==> config.mk <==
export PLATFORM = sky130hd
export DESIGN_NAME = bpa_ctrl
export DESIGN_NICKNAME = d
export VERILOG_FILES = /design/src/hw/rtl/bpa_pkg.sv /design/src/hw/rtl/bpa_ctrl.sv
export SDC_FILE = /design/constraint.sdc
export NUM_CORES = 1
export LEC_CHECK = 0
export BUFFER_PORTS_ARGS = -buffer_cell sky130_fd_sc_hd__buf_2
export CORE_ASPECT_RATIO = 1.25
export CORE_MARGIN = 2
export CORE_UTILIZATION = 57
export CTS_CLUSTER_DIAMETER = 100
export DETAILED_ROUTE_END_ITERATION = 16
export PLACE_DENSITY = 0.86
export SETUP_SLACK_MARGIN = 0.02
export SLEW_MARGIN = 20
export SYNTH_ARGS = -nofsm -noshare
export SYNTH_HDL_FRONTEND = slang
export SYNTH_SLANG_ARGS = --single-unit
==> constraint.sdc <==
create_clock -name clk_i -period 3.75 [get_ports clk_i]
set_input_delay 0.375 -clock clk_i [delete_from_list [all_inputs] [get_ports clk_i]]
set_output_delay 0.375 -clock clk_i [all_outputs]
set_load 0.02 [all_outputs]
==> src/hw/rtl/bpa_pkg.sv <==
package bpa_pkg;

  localparam int PAGE_W   = 15;
  localparam int STATUS_W = 2;
  localparam int RSV_W    = 11;
  localparam int APB_AW   = 3;
  localparam int APB_DW   = 32;

  // word select within the register window (paddr bit 2)
  localparam logic REG_RESERVED_WORDS = 1'b0;

  typedef enum logic {
    REQ_ALLOC = 1'b0,
    REQ_FREE  = 1'b1
  } bpa_req_type_e;

  typedef enum logic [STATUS_W-1:0] {
    STS_OK     = 2'd0,
    STS_NOMEM  = 2'd1,
    STS_BADIDX = 2'd2
  } bpa_status_e;

  typedef struct packed {
    bpa_req_type_e     req_type;
    logic [PAGE_W-1:0] page_index;
  } bpa_req_t;

  typedef struct packed {
    logic [PAGE_W-1:0] granted_page;
    bpa_status_e       status;
  } bpa_res_t;

  typedef enum logic [2:0] {
    ST_CLEAR,
    ST_IDLE,
    ST_SCAN,
    ST_DIV,
    ST_CHK,
    ST_FWR
  } bpa_state_e;

endpackage

==> src/hw/rtl/bpa_ctrl.sv <==
module bpa_ctrl #(
  parameter int WORDS = 1024,
  parameter int BPW   = 32,
  parameter int AW    = 10
) (
  input  logic                    clk_i,
  input  logic                    rst_ni,
  input  logic                    start_i,
  input  bpa_pkg::bpa_req_t       req_i,
  input  logic [bpa_pkg::RSV_W-1:0] reserved_words_i,
  output logic                    busy_o,
  output logic                    done_o,
  output bpa_pkg::bpa_res_t       res_o,
  output logic                    mem_we_o,
  output logic [AW-1:0]           mem_waddr_o,
  output logic [BPW-1:0]          mem_wdata_o,
  output logic                    mem_re_o,
  output logic [AW-1:0]           mem_raddr_o,
  input  logic [BPW-1:0]          mem_rdata_i
);

  import bpa_pkg::*;

  localparam int BIT_W = $clog2(BPW);
  localparam int CW    = $clog2(WORDS + 1);
  localparam int RW    = (CW > RSV_W) ? CW : RSV_W;
  // idx / BPW as (idx * DIV_M) >> DIV_S, exact for every 15-bit idx
  localparam int DIV_S = PAGE_W + BIT_W;
  localparam int unsigned DIV_M = ((32'd1 << DIV_S) + BPW - 1) / BPW;
  localparam int MW    = PAGE_W + 2;
  localparam int PRW   = PAGE_W + MW;
  localparam int QW    = PRW - DIV_S;
  localparam int XW    = (RW > QW) ? RW : QW;
  localparam int PCW   = (AW + BIT_W + 1 > PAGE_W) ? AW + BIT_W + 1 : PAGE_W;
  localparam logic [BPW-1:0] FULL = {BPW{1'b1}};

  bpa_state_e        state_q, state_d;
  logic [RW-1:0]     scan_q, scan_d;
  logic              pend_q, pend_d;
  logic [AW-1:0]     chk_q, chk_d;
  logic [PAGE_W-1:0] idx_q, idx_d;
  logic [PRW-1:0]    prod_q, prod_d;
  logic [AW-1:0]     fw_q, fw_d;
  logic [BIT_W-1:0]  fb_q, fb_d;
  logic [AW-1:0]     clr_q, clr_d;
  logic              done_q, done_d;
  bpa_res_t          res_q, res_d;

  logic              issue;
  logic              word_full;
  logic [BIT_W-1:0]  zbit;
  logic [PCW-1:0]    page_full;
  logic [QW-1:0]     quot;
  logic [PAGE_W-1:0] rem;
  logic              bad_idx;

  assign issue     = (state_q == ST_SCAN) && (scan_q < RW'(WORDS));
  assign word_full = (mem_rdata_i == FULL);

  // lowest clear bit of the word just read
  always_comb begin
    zbit = '0;
    for (int i = BPW - 1; i >= 0; i--) begin
      if (!mem_rdata_i[i]) zbit = BIT_W'(i);
    end
  end

  assign page_full = PCW'(chk_q) * PCW'(BPW) + PCW'(zbit);

  assign quot    = prod_q[PRW-1:DIV_S];
  assign rem     = idx_q - PAGE_W'(PRW'(quot) * PRW'(BPW));
  assign bad_idx = (XW'(quot) < XW'(reserved_words_i)) || (XW'(quot) >= XW'(WORDS));

  always_comb begin
    state_d     = state_q;
    scan_d      = scan_q;
    pend_d      = pend_q;
    chk_d       = chk_q;
    idx_d       = idx_q;
    prod_d      = prod_q;
    fw_d        = fw_q;
    fb_d        = fb_q;
    clr_d       = clr_q;
    done_d      = 1'b0;
    res_d       = res_q;
    mem_we_o    = 1'b0;
    mem_waddr_o = '0;
    mem_wdata_o = '0;
    mem_re_o    = 1'b0;
    mem_raddr_o = '0;

    unique case (state_q)
      ST_CLEAR: begin
        mem_we_o    = 1'b1;
        mem_waddr_o = clr_q;
        if (clr_q == AW'(WORDS - 1)) begin
          state_d = ST_IDLE;
        end else begin
          clr_d = clr_q + 1'b1;
        end
      end
      ST_IDLE: begin
        if (start_i) begin
          if (req_i.req_type == REQ_ALLOC) begin
            scan_d  = RW'(reserved_words_i);
            pend_d  = 1'b0;
            state_d = ST_SCAN;
          end else begin
            idx_d   = req_i.page_index;
            state_d = ST_DIV;
          end
        end
      end
      ST_SCAN: begin
        // one read issued per cycle, word checked in the cycle after
        mem_re_o    = issue;
        mem_raddr_o = scan_q[AW-1:0];
        pend_d      = issue;
        if (issue) begin
          scan_d = scan_q + 1'b1;
          chk_d  = scan_q[AW-1:0];
        end
        if (pend_q && !word_full) begin
          mem_we_o           = 1'b1;
          mem_waddr_o        = chk_q;
          mem_wdata_o        = mem_rdata_i | (mem_rdata_i + 1'b1);
          done_d             = 1'b1;
          res_d.granted_page = page_full[PAGE_W-1:0];
          res_d.status       = STS_OK;
          state_d            = ST_IDLE;
        end else if (!issue && !pend_q) begin
          done_d             = 1'b1;
          res_d.granted_page = '0;
          res_d.status       = STS_NOMEM;
          state_d            = ST_IDLE;
        end
      end
      ST_DIV: begin
        prod_d  = PRW'(idx_q) * PRW'(DIV_M);
        state_d = ST_CHK;
      end
      ST_CHK: begin
        if (bad_idx) begin
          done_d             = 1'b1;
          res_d.granted_page = '0;
          res_d.status       = STS_BADIDX;
          state_d            = ST_IDLE;
        end else begin
          mem_re_o    = 1'b1;
          mem_raddr_o = AW'(XW'(quot));
          fw_d        = AW'(XW'(quot));
          fb_d        = rem[BIT_W-1:0];
          state_d     = ST_FWR;
        end
      end
      ST_FWR: begin
        mem_we_o           = 1'b1;
        mem_waddr_o        = fw_q;
        mem_wdata_o        = mem_rdata_i & ~(BPW'(1) << fb_q);
        done_d             = 1'b1;
        res_d.granted_page = '0;
        res_d.status       = STS_OK;
        state_d            = ST_IDLE;
      end
      default: state_d = ST_IDLE;
    endcase
  end

  always_ff @(posedge clk_i or negedge rst_ni) begin
    if (!rst_ni) begin
      state_q <= ST_CLEAR;
      clr_q   <= '0;
      pend_q  <= 1'b0;
      done_q  <= 1'b0;
    end else begin
      state_q <= state_d;
      clr_q   <= clr_d;
      pend_q  <= pend_d;
      done_q  <= done_d;
    end
  end

  always_ff @(posedge clk_i) begin
    scan_q <= scan_d;
    chk_q  <= chk_d;
    idx_q  <= idx_d;
    prod_q <= prod_d;
    fw_q   <= fw_d;
    fb_q   <= fb_d;
    res_q  <= res_d;
  end

  assign busy_o = (state_q != ST_IDLE);
  assign done_o = done_q;
  assign res_o  = res_q;

endmodule
==> flow_metrics.py <==
metrics = {
    "clock_network": {
        "cts.repair_timing.setup_buffer_count": 0,
        "clock_sink_count": 93,
        "h-tree-depth": 3,
        "postCtsHoldBufs": 1,
        "root_buffer": "sky130_fd_sc_hd__clkbuf_8",
        "ctsLongestPathBuffers": 2,
        "clock_latency_late_sink_ps": 370,
        "clk_pin_slew_ps": 100,
        "post_cts_resize_count": 0,
        "cts_tree": "built",
        "tritoncts.num_buffers": 9,
    },
    "grt": {
        "groute.usage.overall_pct": 28.02,
        "via_count_of_the_first_global_routing_pass": 4333,
        "grt_start_max_net_pins": 27,
        "grt_first_pass_wirelength_um": 21100,
        "global_route.overflow_total": 0,
        "grt_antenna_before_repair": 0,
    },
    "sta": {
        "finalSetupViolations": 0,
        "skew_ps": 11.33,
        "layout_worst_path_cycle_share_pct": 81.20,
        "rsz_0062_raised_after_global_routing": "no",
        "fin_tns_setup_ps": 0,
        "worst_slew_pin_slew_ps": 827.0,
        "timing.fmax_ghz": 0.3284,
        "slew_violations": 0,
        "maxSlewHeadroom_pct": 44.66,
        "finalCriticalPeriod_ps": 3045,
        "worst_hold_slack_across_all_endpoints_ps": 173.7,
        "timing.final.hold_violations": 0,
    },
    "synth": {
        "synth_async_sr_flop_share_pct": 16.13,
        "commonest_cells_post_synth": "78 x sky130_fd_sc_hd__edfxtp_1, 60 x sky130_fd_sc_hd__nand2_1, 49 x sky130_fd_sc_hd__o21ai_0",
        "synth.largest_area_cell": "sky130_fd_sc_hd__edfxtp_1",
        "postSynthCellCount": 513,
        "avgSynthCellArea_um2": 10.03,
        "synth.distinct_cells": 52,
        "synth_top_cell_area_share_pct": 45.54,
        "synthesis.nets": 586,
        "synth-main-ff-cell": "sky130_fd_sc_hd__edfxtp_1",
        "yosys_warnings": 0,
        "ys_seq_elements": 93,
        "synth-edff-count": 78,
        "synth.cell_area_um2": 5144,
        "ys_seq_area_share_pct": 52.83,
        "synth.most_common_cell": "sky130_fd_sc_hd__edfxtp_1",
        "yosys-top-cells-area": "sky130_fd_sc_hd__edfxtp_1 46%, sky130_fd_sc_hd__dfrtp_1 7.3%, sky130_fd_sc_hd__o21ai_0 4.8%",
    },
    "critical_path": {
        "worst_setup_path_end_kind": "output port",
        "cp.required_ps": 3380,
        "worst_r2r_path_depth": 8,
        "worstReg2RegEnd": "res_o[16]",
        "worst-path-max-fanout": 25,
        "worst_setup_path_start_kind": "flip-flop",
        "reg2reg_from": "prod_q[24]",
        "worstPathArrival_ps": 2670,
        "category_of_the_most_critical_setup_path": "flip-flop to output port",
        "timing.reg2reg.setup_slack_ps": 1080,
    },
    "placed_design": {
        "dpl.hpwl_um": 10250,
        "routabilityCongestion": 0.9448,
        "buffer_ports.inserted": 134,
    },
    "floorplanning": {
        "design.portCount": 135,
        "fp.dieH_um": 110.2,
        "fp.dieArea_um2": 9804,
        "core.rowCount": 38,
        "design.core.area_um2": 8748,
        "initial_core_utilization_pct": 58.80,
        "die_extent_in_x_um": 88.97,
    },
    "route": {
        "ant_nets": 0,
        "vias_per_cell": 6.145,
        "routedWlPerCell_um": 17.77,
        "post-route-drc-count": 0,
        "vias": 4744,
        "detail_route.iter0.violations": 403,
        "routed_wl_um": 13720,
        "drt_pre_antenna_iters": 5,
    },
    "pwr": {
        "p_int_uw": 2156,
        "p_comb_share_pct": 38.8,
        "power.net_switching_uw": 1518,
        "share_seq_of_total_power_pct": 43.4,
        "vdd.ir_drop.worst_mv": 0.4310,
        "clock_power_share_pct": 17.8,
        "power_switching_share_pct": 41.32,
        "power_density_nw_per_um2": 597.1,
        "power_leakage_uw": 0.002607,
    },
    "min_path": {
        "type_of_the_worst_min_delay_path": "input pin to flip-flop",
        "hp-start": "req_i[5]",
        "min_delay_path_depth": 1,
        "min_delay_worst_endpoint": "idx_q[5]",
    },
    "layout": {
        "utilization_pct": 70.34,
        "area_growth_pct": 19.63,
        "layout-drive-gt1-share_pct": 26.07,
        "antenna_cells": 0,
        "finish.net_count": 720,
    },
    "status": {
        "status": "complete, no violations",
    },
    "job": {
        "cap_viol_max_count": 0,
    },
}
[kinds of logic after synthesis]
logic type	after synthesis	share of synthesized area (%)
buffers and inverters	51	4.038
DFF	93	52.83
adders and majority gates	11	2.676
muxes	1	0.2189
and+or+nand+nor	184	18.27
AOI/OAI and AO/OA	155	18.90
xor gates and xnor gates	18	3.065
[power by group through the flow]
stage | clock network (uW) | logic (uW) | registers, uW
after floorplan | 0 | 847 | 1640
after global placement | 0 | 1350 | 1590
after detailed placement | 0 | 1390 | 1610
after CTS | 663 | 1410 | 1590
after global routing | 700 | 1540 | 1620
final | 653 | 1430 | 1590
[metrics by stage]
stage / setup slack (ps) / area (um2) / std cells / total power, uW
finish: 705.0 / 6153 / 772 / 3674
global placement: 1068 / 5936 / 754 / 2945
floorplan: 1227 / 5144 / 513 / 2489
global route: 522.3 / 6153 / 772 / 3865
detailed placement: 1036 / 5936 / 754 / 2997
CTS: 739.6 / 6146 / 771 / 3660
[state kept, by name (all words and copies together) (netlist names)]
signal,cells
state_q,3
scan_q,11
idx_q,15
chk_q,10
done_o,1
prod_q,10
res_o,17
fb_q,5
clr_q,10
fw_q,10
pend_q,1
[area by class of cell]
type,instances,area (um2)
clock buffers,9,123.9
multi-input cells,369,2227
flip-flops and latches,93,2718
clock inverters,7,76.32
inverters,30,112.6
fillers,683,2595
repair buffers,144,745.7
well taps,120,150.1
[cells in the final DEF, fill, tap and decap left out, drive strengths merged, types with 2 or more instances in the layout]
cell type  netlist  routed
and4             7       7
a21o             3       3
nand4           13      13
o211ai           6       6
and2            15      15
a31oi           15      15
o311ai           2       2
buf              7     143
nor3             4       4
and3             8       8
nor4             2       2
a41oi            4       4
o22ai            3       3
clkbuf          14       9
ha              11      11
a2111oi          2       2
a211oi           3       3
o21ai           50      50
nor2            30      30
clkinv           0       4
edfxtp          78      78
a221o            2       2
xnor2           10      10
dfrtp           15      15
inv             30      33
xor2             8       8
nand3b           4       4
nor2b            4       4
a21oi           45      45
nor3b            3       3
nand3           24      24
nand2b           7       7
a222oi          10      10
nand2           60      60
o22a             3       3
[metal layers]
metal,track usage (%),share of wire [%]
met1,37.94,41
met2,45.42,49
met3,6.255,8.4
met4,8.316,2.0
met5,0,0
[worst max-delay path, cell delays in order (launching register included)]
cell and delay (ps):
sky130_fd_sc_hd__dfrtp_1 510, sky130_fd_sc_hd__nor3b_2 210, sky130_fd_sc_hd__buf_4 310, sky130_fd_sc_hd__and2_1 330, sky130_fd_sc_hd__o21ai_4 210, sky130_fd_sc_hd__nor2_1 270
sky130_fd_sc_hd__a41oi_1 150, sky130_fd_sc_hd__a21oi_1 130, sky130_fd_sc_hd__buf_2 180
[worst max-delay path by stage]
stage	start	end	slack, ps	cells past startpoint
after floorplan	reserved_words_i[4]	res_o[0]	1230	7
after global placement	mem_rdata_i[18]	mem_wdata_o[25]	1070	8
after detailed placement	mem_rdata_i[18]	mem_wdata_o[27]	1040	8
after CTS	prod_q[24]	mem_raddr_o[8]	740	8
after global routing	state_q[0]	mem_wdata_o[27]	520	8
final	state_q[0]	mem_wdata_o[27]	710	8
No activity file was read; power rests on OpenSTA's default activity.
